===== src/money_string_parser_macros.svh =====
// Assertion helpers shared by the parser blocks.
`ifndef MONEY_STRING_PARSER_MACROS_SVH
`define MONEY_STRING_PARSER_MACROS_SVH

// same-cycle implication
`define MSP_ASSERT_NOW(label, clk, rst, cond, prop) \
  label: assert property (@(posedge clk) disable iff (rst) (cond) |-> (prop)) \
    else $error("assertion failed");

// next-cycle implication
`define MSP_ASSERT_NEXT(label, clk, rst, cond, prop) \
  label: assert property (@(posedge clk) disable iff (rst) (cond) |=> (prop)) \
    else $error("assertion failed");

`endif


===== src/msp_pkg.sv =====
package msp_pkg;

  localparam int CHAR_W     = 8;
  localparam int AMOUNT_W   = 64;
  localparam int FRAC_W     = 4;
  localparam int STEP_W     = 5;
  localparam int CFG_IDX_W  = 2;
  localparam int CFG_DATA_W = 8;

  localparam logic [CFG_IDX_W-1:0] CFG_DECIMAL_CHAR = CFG_IDX_W'(0);
  localparam logic [CFG_IDX_W-1:0] CFG_FRAC_DIGITS  = CFG_IDX_W'(1);

  typedef struct packed {
    logic              neg;
    logic              sat;
    logic [STEP_W-1:0] steps;
  } msp_ctl_t;

endpackage


===== src/msp_char_if.sv =====
interface msp_char_if;
  import msp_pkg::*;

  logic              valid;
  logic              ready;
  logic [CHAR_W-1:0] char_code;
  logic              start_of_text;

  modport source (output valid, output char_code, output start_of_text, input ready);
  modport sink   (input valid, input char_code, input start_of_text, output ready);
endinterface


===== src/msp_amount_if.sv =====
interface msp_amount_if;
  import msp_pkg::*;

  logic                       valid;
  logic                       ready;
  logic signed [AMOUNT_W-1:0] amount;
  logic                       overflow;

  modport source (output valid, output amount, output overflow, input ready);
  modport sink   (input valid, input amount, input overflow, output ready);
endinterface


===== src/msp_parser.sv =====
`include "money_string_parser_macros.svh"

module msp_parser #(
  parameter int MAX_PLACES = 9,
  parameter int MAG_W      = 63
) (
  input  logic                           clk,
  input  logic                           rst,
  input  logic                           wr_en,
  input  logic [msp_pkg::CFG_IDX_W-1:0]  wr_index,
  input  logic [msp_pkg::CFG_DATA_W-1:0] wr_data,
  msp_char_if.sink                       chars,
  output logic                           out_valid,
  input  logic                           out_ready,
  output logic [MAG_W-1:0]               out_mag,
  output msp_pkg::msp_ctl_t              out_ctl
);
  import msp_pkg::*;

  localparam int PW    = $clog2(MAX_PLACES + 1);
  localparam int ACC_W = MAG_W + 4;
  localparam logic [PW-1:0]    PLACES_MAX = PW'(MAX_PLACES);
  localparam logic [MAG_W-1:0] MAG_MAX    = '1;

  localparam logic [CHAR_W-1:0] CH_TAB    = 8'h09;
  localparam logic [CHAR_W-1:0] CH_CR     = 8'h0D;
  localparam logic [CHAR_W-1:0] CH_SPACE  = 8'h20;
  localparam logic [CHAR_W-1:0] CH_DOLLAR = 8'h24;
  localparam logic [CHAR_W-1:0] CH_LPAREN = 8'h28;
  localparam logic [CHAR_W-1:0] CH_PLUS   = 8'h2B;
  localparam logic [CHAR_W-1:0] CH_MINUS  = 8'h2D;
  localparam logic [CHAR_W-1:0] CH_ZERO   = 8'h30;
  localparam logic [CHAR_W-1:0] CH_FIVE   = 8'h35;
  localparam logic [CHAR_W-1:0] CH_NINE   = 8'h39;

  typedef enum logic [1:0] {
    PH_LEAD,
    PH_BODY,
    PH_DONE
  } phase_t;

  phase_t             phase;
  logic               is_negative;
  logic               point_seen;
  logic [MAG_W-1:0]   magnitude;
  logic [PW-1:0]      fraction_count;
  logic               saturated;
  logic [CHAR_W-1:0]  decimal_char;
  logic [FRAC_W-1:0]  frac_digits;

  phase_t             phase_next;
  logic               is_negative_next;
  logic               point_seen_next;
  logic [MAG_W-1:0]   magnitude_next;
  logic [PW-1:0]      fraction_count_next;
  logic               saturated_next;

  phase_t             cur_phase;
  logic               cur_neg;
  logic               cur_pt;
  logic [MAG_W-1:0]   cur_mag;
  logic [PW-1:0]      cur_fc;
  logic               cur_sat;

  logic               fire;
  logic               emit;
  logic               body;
  logic [CHAR_W-1:0]  c;
  logic [PW-1:0]      places;
  logic               is_digit;
  logic               is_space;
  logic               round_up;
  logic               round_ovf;
  logic [ACC_W-1:0]   acc;
  logic               acc_ovf;
  logic [MAG_W-1:0]   end_mag;
  logic               end_sat;

  assign chars.ready = !out_valid || out_ready;
  assign fire        = chars.valid && chars.ready;
  assign c           = chars.char_code;

  always_comb begin
    if (32'(frac_digits) > MAX_PLACES) begin
      places = PLACES_MAX;
    end else begin
      places = PW'(frac_digits);
    end
  end

  assign is_digit  = (c >= CH_ZERO) && (c <= CH_NINE);
  assign is_space  = (c == CH_SPACE) || ((c >= CH_TAB) && (c <= CH_CR));
  assign round_up  = is_digit && (c >= CH_FIVE);

  assign cur_phase = chars.start_of_text ? PH_LEAD : phase;
  assign cur_neg   = chars.start_of_text ? 1'b0 : is_negative;
  assign cur_pt    = chars.start_of_text ? 1'b0 : point_seen;
  assign cur_mag   = chars.start_of_text ? '0 : magnitude;
  assign cur_fc    = chars.start_of_text ? '0 : fraction_count;
  assign cur_sat   = chars.start_of_text ? 1'b0 : saturated;

  assign acc       = (ACC_W'(cur_mag) << 3) + (ACC_W'(cur_mag) << 1) + ACC_W'(c[3:0]);
  assign acc_ovf   = cur_sat || (acc[ACC_W-1:MAG_W] != '0);
  assign round_ovf = (cur_mag == MAG_MAX);
  assign end_sat   = cur_sat || (round_up && round_ovf);

  always_comb begin
    if (!round_up) begin
      end_mag = cur_mag;
    end else if (round_ovf) begin
      end_mag = MAG_MAX;
    end else begin
      end_mag = cur_mag + MAG_W'(1);
    end
  end

  always_comb begin
    phase_next          = cur_phase;
    is_negative_next    = cur_neg;
    point_seen_next     = cur_pt;
    magnitude_next      = cur_mag;
    fraction_count_next = cur_fc;
    saturated_next      = cur_sat;
    body                = 1'b0;
    emit                = 1'b0;
    unique case (cur_phase)
      PH_LEAD: begin
        if (!(is_space || (c == CH_DOLLAR))) begin
          phase_next = PH_BODY;
          if ((c == CH_MINUS) || (c == CH_LPAREN)) begin
            is_negative_next = 1'b1;
          end else if (c != CH_PLUS) begin
            body = 1'b1;
          end
        end
      end
      PH_BODY: begin
        body = 1'b1;
      end
      default: begin
        body = 1'b0;
      end
    endcase
    if (body) begin
      if (is_digit && (!cur_pt || (cur_fc < places))) begin
        magnitude_next = acc_ovf ? MAG_MAX : acc[MAG_W-1:0];
        saturated_next = acc_ovf;
        if (cur_pt) begin
          fraction_count_next = cur_fc + PW'(1);
        end
      end else if ((c == decimal_char) && !cur_pt) begin
        point_seen_next = 1'b1;
      end else begin
        emit       = 1'b1;
        phase_next = PH_DONE;
      end
    end
  end

  always_ff @(posedge clk) begin
    if (rst) begin
      phase          <= PH_LEAD;
      is_negative    <= 1'b0;
      point_seen     <= 1'b0;
      magnitude      <= '0;
      fraction_count <= '0;
      saturated      <= 1'b0;
      decimal_char   <= 8'd46;
      frac_digits    <= 4'd2;
      out_valid      <= 1'b0;
    end else begin
      if (wr_en) begin
        if (wr_index == CFG_DECIMAL_CHAR) begin
          decimal_char <= wr_data;
        end else if (wr_index == CFG_FRAC_DIGITS) begin
          frac_digits <= wr_data[FRAC_W-1:0];
        end
      end
      if (fire) begin
        phase          <= phase_next;
        is_negative    <= is_negative_next;
        point_seen     <= point_seen_next;
        magnitude      <= magnitude_next;
        fraction_count <= fraction_count_next;
        saturated      <= saturated_next;
      end
      if (chars.ready) begin
        out_valid <= fire && emit;
      end
    end
  end

  always_ff @(posedge clk) begin
    if (fire && emit) begin
      out_mag       <= end_mag;
      out_ctl.neg   <= cur_neg;
      out_ctl.sat   <= end_sat;
      out_ctl.steps <= (cur_fc < places) ? STEP_W'(places - cur_fc) : '0;
    end
  end

  `MSP_ASSERT_NOW(a_done_silent, clk, rst, fire && !chars.start_of_text && (phase == PH_DONE), !emit)
  `MSP_ASSERT_NEXT(a_emit_valid, clk, rst, fire && emit, out_valid)
endmodule


===== src/msp_pad_stage.sv =====
`include "money_string_parser_macros.svh"

module msp_pad_stage #(
  parameter int MAG_W = 63
) (
  input  logic              clk,
  input  logic              rst,
  input  logic              up_valid,
  output logic              up_ready,
  input  logic [MAG_W-1:0]  up_mag,
  input  msp_pkg::msp_ctl_t up_ctl,
  output logic              dn_valid,
  input  logic              dn_ready,
  output logic [MAG_W-1:0]  dn_mag,
  output msp_pkg::msp_ctl_t dn_ctl
);
  import msp_pkg::*;

  localparam int ACC_W = MAG_W + 4;
  localparam logic [MAG_W-1:0] MAG_MAX = '1;

  logic             active;
  logic [ACC_W-1:0] acc;
  logic             acc_ovf;
  logic [MAG_W-1:0] mag_next;
  msp_ctl_t         ctl_next;

  assign up_ready = !dn_valid || dn_ready;
  assign active   = (up_ctl.steps != '0);
  assign acc      = (ACC_W'(up_mag) << 3) + (ACC_W'(up_mag) << 1);
  assign acc_ovf  = up_ctl.sat || (acc[ACC_W-1:MAG_W] != '0);

  always_comb begin
    ctl_next = up_ctl;
    mag_next = up_mag;
    if (active) begin
      ctl_next.steps = up_ctl.steps - STEP_W'(1);
      ctl_next.sat   = acc_ovf;
      mag_next       = acc_ovf ? MAG_MAX : acc[MAG_W-1:0];
    end
  end

  always_ff @(posedge clk) begin
    if (rst) begin
      dn_valid <= 1'b0;
    end else if (up_ready) begin
      dn_valid <= up_valid;
    end
  end

  always_ff @(posedge clk) begin
    if (up_ready && up_valid) begin
      dn_mag <= mag_next;
      dn_ctl <= ctl_next;
    end
  end

  `MSP_ASSERT_NOW(a_sat_at_max, clk, rst, dn_valid && dn_ctl.sat, dn_mag == MAG_MAX)
  `MSP_ASSERT_NEXT(a_sign_kept, clk, rst, up_valid && up_ready, dn_valid && (dn_ctl.neg == $past(up_ctl.neg)))
endmodule


===== src/msp_sign_stage.sv =====
module msp_sign_stage #(
  parameter int RESULT_BITS = 64
) (
  input  logic                   clk,
  input  logic                   rst,
  input  logic                   up_valid,
  output logic                   up_ready,
  input  logic [RESULT_BITS-2:0] up_mag,
  input  msp_pkg::msp_ctl_t      up_ctl,
  msp_amount_if.source           amounts
);
  import msp_pkg::*;

  logic signed [RESULT_BITS-1:0] mag_s;
  logic signed [RESULT_BITS-1:0] val;

  assign up_ready = !amounts.valid || amounts.ready;
  assign mag_s    = $signed({1'b0, up_mag});
  assign val      = up_ctl.neg ? -mag_s : mag_s;

  always_ff @(posedge clk) begin
    if (rst) begin
      amounts.valid <= 1'b0;
    end else if (up_ready) begin
      amounts.valid <= up_valid;
    end
  end

  always_ff @(posedge clk) begin
    if (up_ready && up_valid) begin
      amounts.amount   <= AMOUNT_W'(val);
      amounts.overflow <= up_ctl.sat;
    end
  end
endmodule


===== src/money_string_parser.sv =====
// Money string parser: takes one character per beat on chars and returns one signed amount,
// scaled by ten to the power of frac_digits, on amounts for each character that ends an
// amount. It accepts a character every clock cycle while amounts is not back-pressured; a
// result passes through the parser register and the chain of MAX_PLACES multiply-by-ten
// stages that pad missing decimal places, followed by the sign register.
// Backpressure on amounts stalls the chain and then chars. Register 0 holds the decimal
// point code (reset '.'), register 1 the number of places (reset 2, capped at MAX_PLACES);
// write them only while no amount is in flight.
module money_string_parser #(
  parameter int MAX_PLACES  = 9,
  parameter int RESULT_BITS = 64
) (
  input  logic                           clk,
  input  logic                           rst,
  input  logic                           wr_en,
  input  logic [msp_pkg::CFG_IDX_W-1:0]  wr_index,
  input  logic [msp_pkg::CFG_DATA_W-1:0] wr_data,
  msp_char_if.sink                       chars,
  msp_amount_if.source                   amounts
);
  import msp_pkg::*;

  localparam int MAG_W = RESULT_BITS - 1;

  logic [MAX_PLACES:0] vld;
  logic [MAX_PLACES:0] rdy;
  logic [MAG_W-1:0]    mag [MAX_PLACES+1];
  msp_ctl_t            ctl [MAX_PLACES+1];

  msp_parser #(
    .MAX_PLACES (MAX_PLACES),
    .MAG_W      (MAG_W)
  ) u_parser (
    .clk       (clk),
    .rst       (rst),
    .wr_en     (wr_en),
    .wr_index  (wr_index),
    .wr_data   (wr_data),
    .chars     (chars),
    .out_valid (vld[0]),
    .out_ready (rdy[0]),
    .out_mag   (mag[0]),
    .out_ctl   (ctl[0])
  );

  for (genvar i = 0; i < MAX_PLACES; i++) begin : g_pad
    msp_pad_stage #(
      .MAG_W (MAG_W)
    ) u_pad (
      .clk      (clk),
      .rst      (rst),
      .up_valid (vld[i]),
      .up_ready (rdy[i]),
      .up_mag   (mag[i]),
      .up_ctl   (ctl[i]),
      .dn_valid (vld[i+1]),
      .dn_ready (rdy[i+1]),
      .dn_mag   (mag[i+1]),
      .dn_ctl   (ctl[i+1])
    );
  end

  msp_sign_stage #(
    .RESULT_BITS (RESULT_BITS)
  ) u_sign (
    .clk      (clk),
    .rst      (rst),
    .up_valid (vld[MAX_PLACES]),
    .up_ready (rdy[MAX_PLACES]),
    .up_mag   (mag[MAX_PLACES]),
    .up_ctl   (ctl[MAX_PLACES]),
    .amounts  (amounts)
  );
endmodule


===== src/flat_wrapper.sv =====
// flat-port wrapper written by rule: the top's interface ports become plain ports
module money_string_parser_flat import msp_pkg::*;
#(
  parameter int MAX_PLACES  = 9,
  parameter int RESULT_BITS = 64
)
  (clk, rst, wr_en, wr_index, wr_data, chars_valid, chars_char_code, chars_start_of_text, chars_ready, amounts_valid, amounts_amount, amounts_overflow, amounts_ready);
  msp_char_if chars_i ();
  msp_amount_if amounts_i ();
  input  logic clk;
  input  logic rst;
  input  logic wr_en;
  input  logic [msp_pkg::CFG_IDX_W-1:0] wr_index;
  input  logic [msp_pkg::CFG_DATA_W-1:0] wr_data;
  input wire logic [$bits(chars_i.valid)-1:0] chars_valid;
  input wire logic [$bits(chars_i.char_code)-1:0] chars_char_code;
  input wire logic [$bits(chars_i.start_of_text)-1:0] chars_start_of_text;
  output wire logic [$bits(chars_i.ready)-1:0] chars_ready;
  output wire logic [$bits(amounts_i.valid)-1:0] amounts_valid;
  output wire logic [$bits(amounts_i.amount)-1:0] amounts_amount;
  output wire logic [$bits(amounts_i.overflow)-1:0] amounts_overflow;
  input wire logic [$bits(amounts_i.ready)-1:0] amounts_ready;
  assign chars_i.valid = chars_valid;
  assign chars_i.char_code = chars_char_code;
  assign chars_i.start_of_text = chars_start_of_text;
  assign chars_ready = chars_i.ready;
  assign amounts_valid = amounts_i.valid;
  assign amounts_amount = amounts_i.amount;
  assign amounts_overflow = amounts_i.overflow;
  assign amounts_i.ready = amounts_ready;
  money_string_parser #(.MAX_PLACES(MAX_PLACES), .RESULT_BITS(RESULT_BITS)) u_core (.clk(clk), .rst(rst), .wr_en(wr_en), .wr_index(wr_index), .wr_data(wr_data), .chars(chars_i), .amounts(amounts_i));
endmodule

===== config.mk =====
export PLATFORM = sky130hd
export DESIGN_NAME = money_string_parser_flat
export DESIGN_NICKNAME = d
export VERILOG_FILES = /design/src/msp_pkg.sv /design/src/msp_char_if.sv /design/src/msp_amount_if.sv /design/src/msp_parser.sv /design/src/msp_pad_stage.sv /design/src/msp_sign_stage.sv /design/src/money_string_parser.sv /design/src/flat_wrapper.sv
export VERILOG_INCLUDE_DIRS = /design/src /design/src/src
export SDC_FILE = /design/constraint.sdc
export NUM_CORES = 2
export LEC_CHECK = 0
export BUFFER_PORTS_ARGS = -buffer_cell sky130_fd_sc_hd__buf_2
export CORE_MARGIN = 5
export CORE_UTILIZATION = 45
export CTS_CLUSTER_SIZE = 12
export DETAILED_ROUTE_END_ITERATION = 12
export PLACE_DENSITY = 0.63
export SLEW_MARGIN = 20
export SYNTH_ARGS = -nofsm -noshare
export SYNTH_HDL_FRONTEND = slang
export SYNTH_HIERARCHICAL = 1
export SYNTH_SLANG_ARGS = --single-unit

===== constraint.sdc =====
create_clock -name clk -period 7.3 [get_ports clk]
set_input_delay 0.73 -clock clk [delete_from_list [all_inputs] [get_ports clk]]
set_output_delay 0.73 -clock clk [all_outputs]
set_load 0.02 [all_outputs]

==> impl_metrics.json <==
{
  "outcome": "completed",
  "worst_ep_arrival_time_ns": 6.24,
  "clock.fmax_mhz": 175,
  "final.fill_count": 16601,
  "effective_utilization_at_floorplan": 0.452,
  "power-per-cell-area_nw_per_um2": 138,
  "drive_above_1_share": 0.0693,
  "drc": 0,
  "dp_hpwl_mm": 183,
  "hold_class": "input port to register",
  "critPathMaxFanout": 36,
  "grt_max_degree": 71,
  "fp.dieW_microns": 428,
  "grt_setup_unrepaired": "no",
  "die-height_microns": 428,
  "layout_worst_path_cycle_share": 0.781,
  "syn_area_per_cell_sq_um": 9.11,
  "finalClockSkew_ns": 0.0513,
  "timing.critical_path.slowest_cell_delay_ns": 0.64,
  "row_count": 153,
  "vdd.ir_drop.worst_mv": 0.218,
  "boundary_pin_count": 91,
  "syn_to_final_growth_pct": 5.19,
  "timing.critical_path.slowest_stage_cell": "sky130_fd_sc_hd__buf_2",
  "tritoncts.num_buffers": 99,
  "setup.worst_path.start_class": "input port",
  "path_class": "input port to register",
  "synth_area_sq_um": 78700,
  "clock_latency_ns": 0.75,
  "ctsLongestPathBuffers": 3,
  "post-cts-setup-buffers": 0,
  "layout.cell_area.non_filler_sq_um": 82800,
  "maxCapViolCount": 0,
  "n_antenna_cell": 0,
  "fin_nets": 9134,
  "relSlewSlack": 0.268,
  "grt_antenna_before_repair": 2,
  "tritoncts_sinks": 855,
  "cts-root-buf": "sky130_fd_sc_hd__clkbuf_16",
  "fp.coreArea_sq_um": 174000,
  "detail_route.wl_per_cell_microns": 21.7,
  "first_global_vias": 65330,
  "gp_congestion": 0.933,
  "timing.final.setup_violations": 0,
  "tns_ns": 0,
  "initialDrtViolationCount": 5914,
  "finalHoldViolCount": 0,
  "route.antenna.remaining_nets": 0,
  "cts_tree": "built",
  "die_area_sq_um": 183000,
  "buffer_ports.inserted": 90,
  "detailedRoute.firstPassIterationCount": 8,
  "cts.reportedPaths.clkPinSlew_ns": 0.06,
  "cp.required_ns": 7.84,
  "mapped_cells": 8642,
  "place_area_sq_um": 79500,
  "cp_cell_sequence": "buf_2, inv_1, nand2_1, inv_1, ha_1, ha_1, nand4_1, o22ai_1, a311oi_1, a31oi_1, o211ai_1, and3_1, a311o_1, nand4_1, buf_4, nor2_4, a211oi_1",
  "route.detailed.vias_per_inst": 6.29,
  "worst_slew_pin_slew_ns": 1.09,
  "setup.worst_path.end_class": "register",
  "route.vias.total": 68078,
  "lkg_pwr_uw": 0.0257,
  "synth_nets": 9367,
  "synthesis.yosys.warnings": 6,
  "max_slew_violations": 0,
  "route.final.wire_length_mm": 235,
  "globalRouteTotalUtil": 0.243,
  "post-route-util": 0.476,
  "cts.repair.resized": 0,
  "grt_pass1_wl_mm": 368,
  "grt_remaining_overflow": 0,
  "period_needed_ns": 5.70,
  "htreeDepth": 3,
  "cts.hold.buffers_added": 0
}
[where the power goes]
part	internal, uW	total (uW)	switching (uW)	leakage [uW]
combinational	337	889	552	0.0182
sequential	5350	5420	69.7	0.00589
clock	3010	5150	2140	0.00163
total	8700	11500	2760	0.0257
[sequential cells by signal, summed over array words and instances, names as in the netlist, 2 cells and up]
name	count
u_core/u_parser/phase	2
u_core/g_pad.u_pad/dn_mag	567
u_core/u_parser/out_mag	63
u_core/g_pad.u_pad/dn_ctl	58
u_core/g_pad.u_pad/dn_valid	9
u_core/u_parser/decimal_char	8
u_core/u_parser/out_ctl	7
u_core/u_parser/fraction_count	4
u_core/u_parser/magnitude	63
u_core/u_sign/amounts.amount	64
u_core/u_parser/frac_digits	4
[layout make-up]
cell class                 instances  area (sq um)  share of cell area
multi-input combinational       7159         50500               0.610
sequential                       855         24700               0.299
tap                             2325          2910              0.0351
clock buffer                     115          2550              0.0308
clock inverter                    67           808             0.00976
timing repair buffer             125           713             0.00861
inverter                         169           634             0.00766
[critical path: cells and delay by family]
| family | cells | cell delay (ns) |
|---|---|---|
| compound gates | 6 | 1.53 |
| fa+ha+maj | 2 | 0.67 |
| buf+inv | 4 | 1.67 |
| simple gates | 5 | 1.59 |
[stage by stage]
step / power [uW] / std cells / setup WS, ns / hold slack [ns]
after detailed placement: 6390 / 10633 / 1.07 / 0.409
after global routing: 11900 / 10815 / 1.39 / 0.161
after CTS: 11600 / 10815 / 1.83 / 0.118
after floorplan: 6180 / 8642 / 0.825 / 0.400
final: 11500 / 10815 / 1.60 / 0.198
after global placement: 6380 / 10633 / 1.18 / 0.402
[routing by layer]
metal / wire length [microns] / vias up / part of all wire / GRT usage
met5: 0 / - / 0 / 0
met4: 8780 / 0 / 0.037 / 0.0837
met3: 12400 / 420 / 0.053 / 0.0271
met2: 112000 / 2156 / 0.47 / 0.414
met1: 102000 / 32785 / 0.44 / 0.321
li1: - / 32717 / - / -
[final timing paths]
kind,slack (ns),cells past startpoint,start,to
worst max-delay path,1.60,17,chars_start_of_text,u_core/u_parser/magnitude[42]
worst min-delay path,0.20,2,wr_data[5],u_core/u_parser/decimal_char[5]
worst max register to register,2.26,12,u_core/g_pad[0].u_pad/dn_mag[0],u_core/g_pad[1].u_pad/dn_mag[23]
worst min register to register,0.38,0,u_core/g_pad[0].u_pad/dn_ctl[6],u_core/g_pad[1].u_pad/dn_ctl[6]
[cell usage in the layout, fill, tap and decap left out, types with 35 or more instances in the layout]
| master | n |
|---|---|
| sky130_fd_sc_hd__nand2_1 | 736 |
| sky130_fd_sc_hd__a21o_1 | 349 |
| sky130_fd_sc_hd__nand3_1 | 163 |
| sky130_fd_sc_hd__nor4_1 | 58 |
| sky130_fd_sc_hd__nor2b_1 | 83 |
| sky130_fd_sc_hd__o31ai_1 | 47 |
| sky130_fd_sc_hd__o22a_1 | 483 |
| sky130_fd_sc_hd__o21bai_1 | 118 |
| sky130_fd_sc_hd__nor2_1 | 583 |
| sky130_fd_sc_hd__a31oi_1 | 81 |
| sky130_fd_sc_hd__nand2b_1 | 55 |
| sky130_fd_sc_hd__ha_1 | 690 |
| sky130_fd_sc_hd__buf_2 | 90 |
| sky130_fd_sc_hd__a21oi_1 | 864 |
| sky130_fd_sc_hd__nand4_1 | 230 |
| sky130_fd_sc_hd__a211oi_1 | 102 |
| sky130_fd_sc_hd__a21oi_2 | 49 |
| sky130_fd_sc_hd__and3_1 | 102 |
| sky130_fd_sc_hd__o211ai_1 | 46 |
| sky130_fd_sc_hd__or3_1 | 38 |
| sky130_fd_sc_hd__edfxtp_1 | 760 |
| sky130_fd_sc_hd__xor2_1 | 304 |
| sky130_fd_sc_hd__nor3_1 | 159 |
| sky130_fd_sc_hd__inv_1 | 169 |
| sky130_fd_sc_hd__xnor2_1 | 406 |
| sky130_fd_sc_hd__buf_4 | 35 |
| sky130_fd_sc_hd__clkbuf_16 | 99 |
| sky130_fd_sc_hd__o21ai_1 | 42 |
| sky130_fd_sc_hd__o21a_1 | 111 |
| sky130_fd_sc_hd__o21ai_0 | 477 |
| sky130_fd_sc_hd__dfxtp_1 | 95 |
| sky130_fd_sc_hd__and2_1 | 47 |
(Power assumes the default switching activity.)
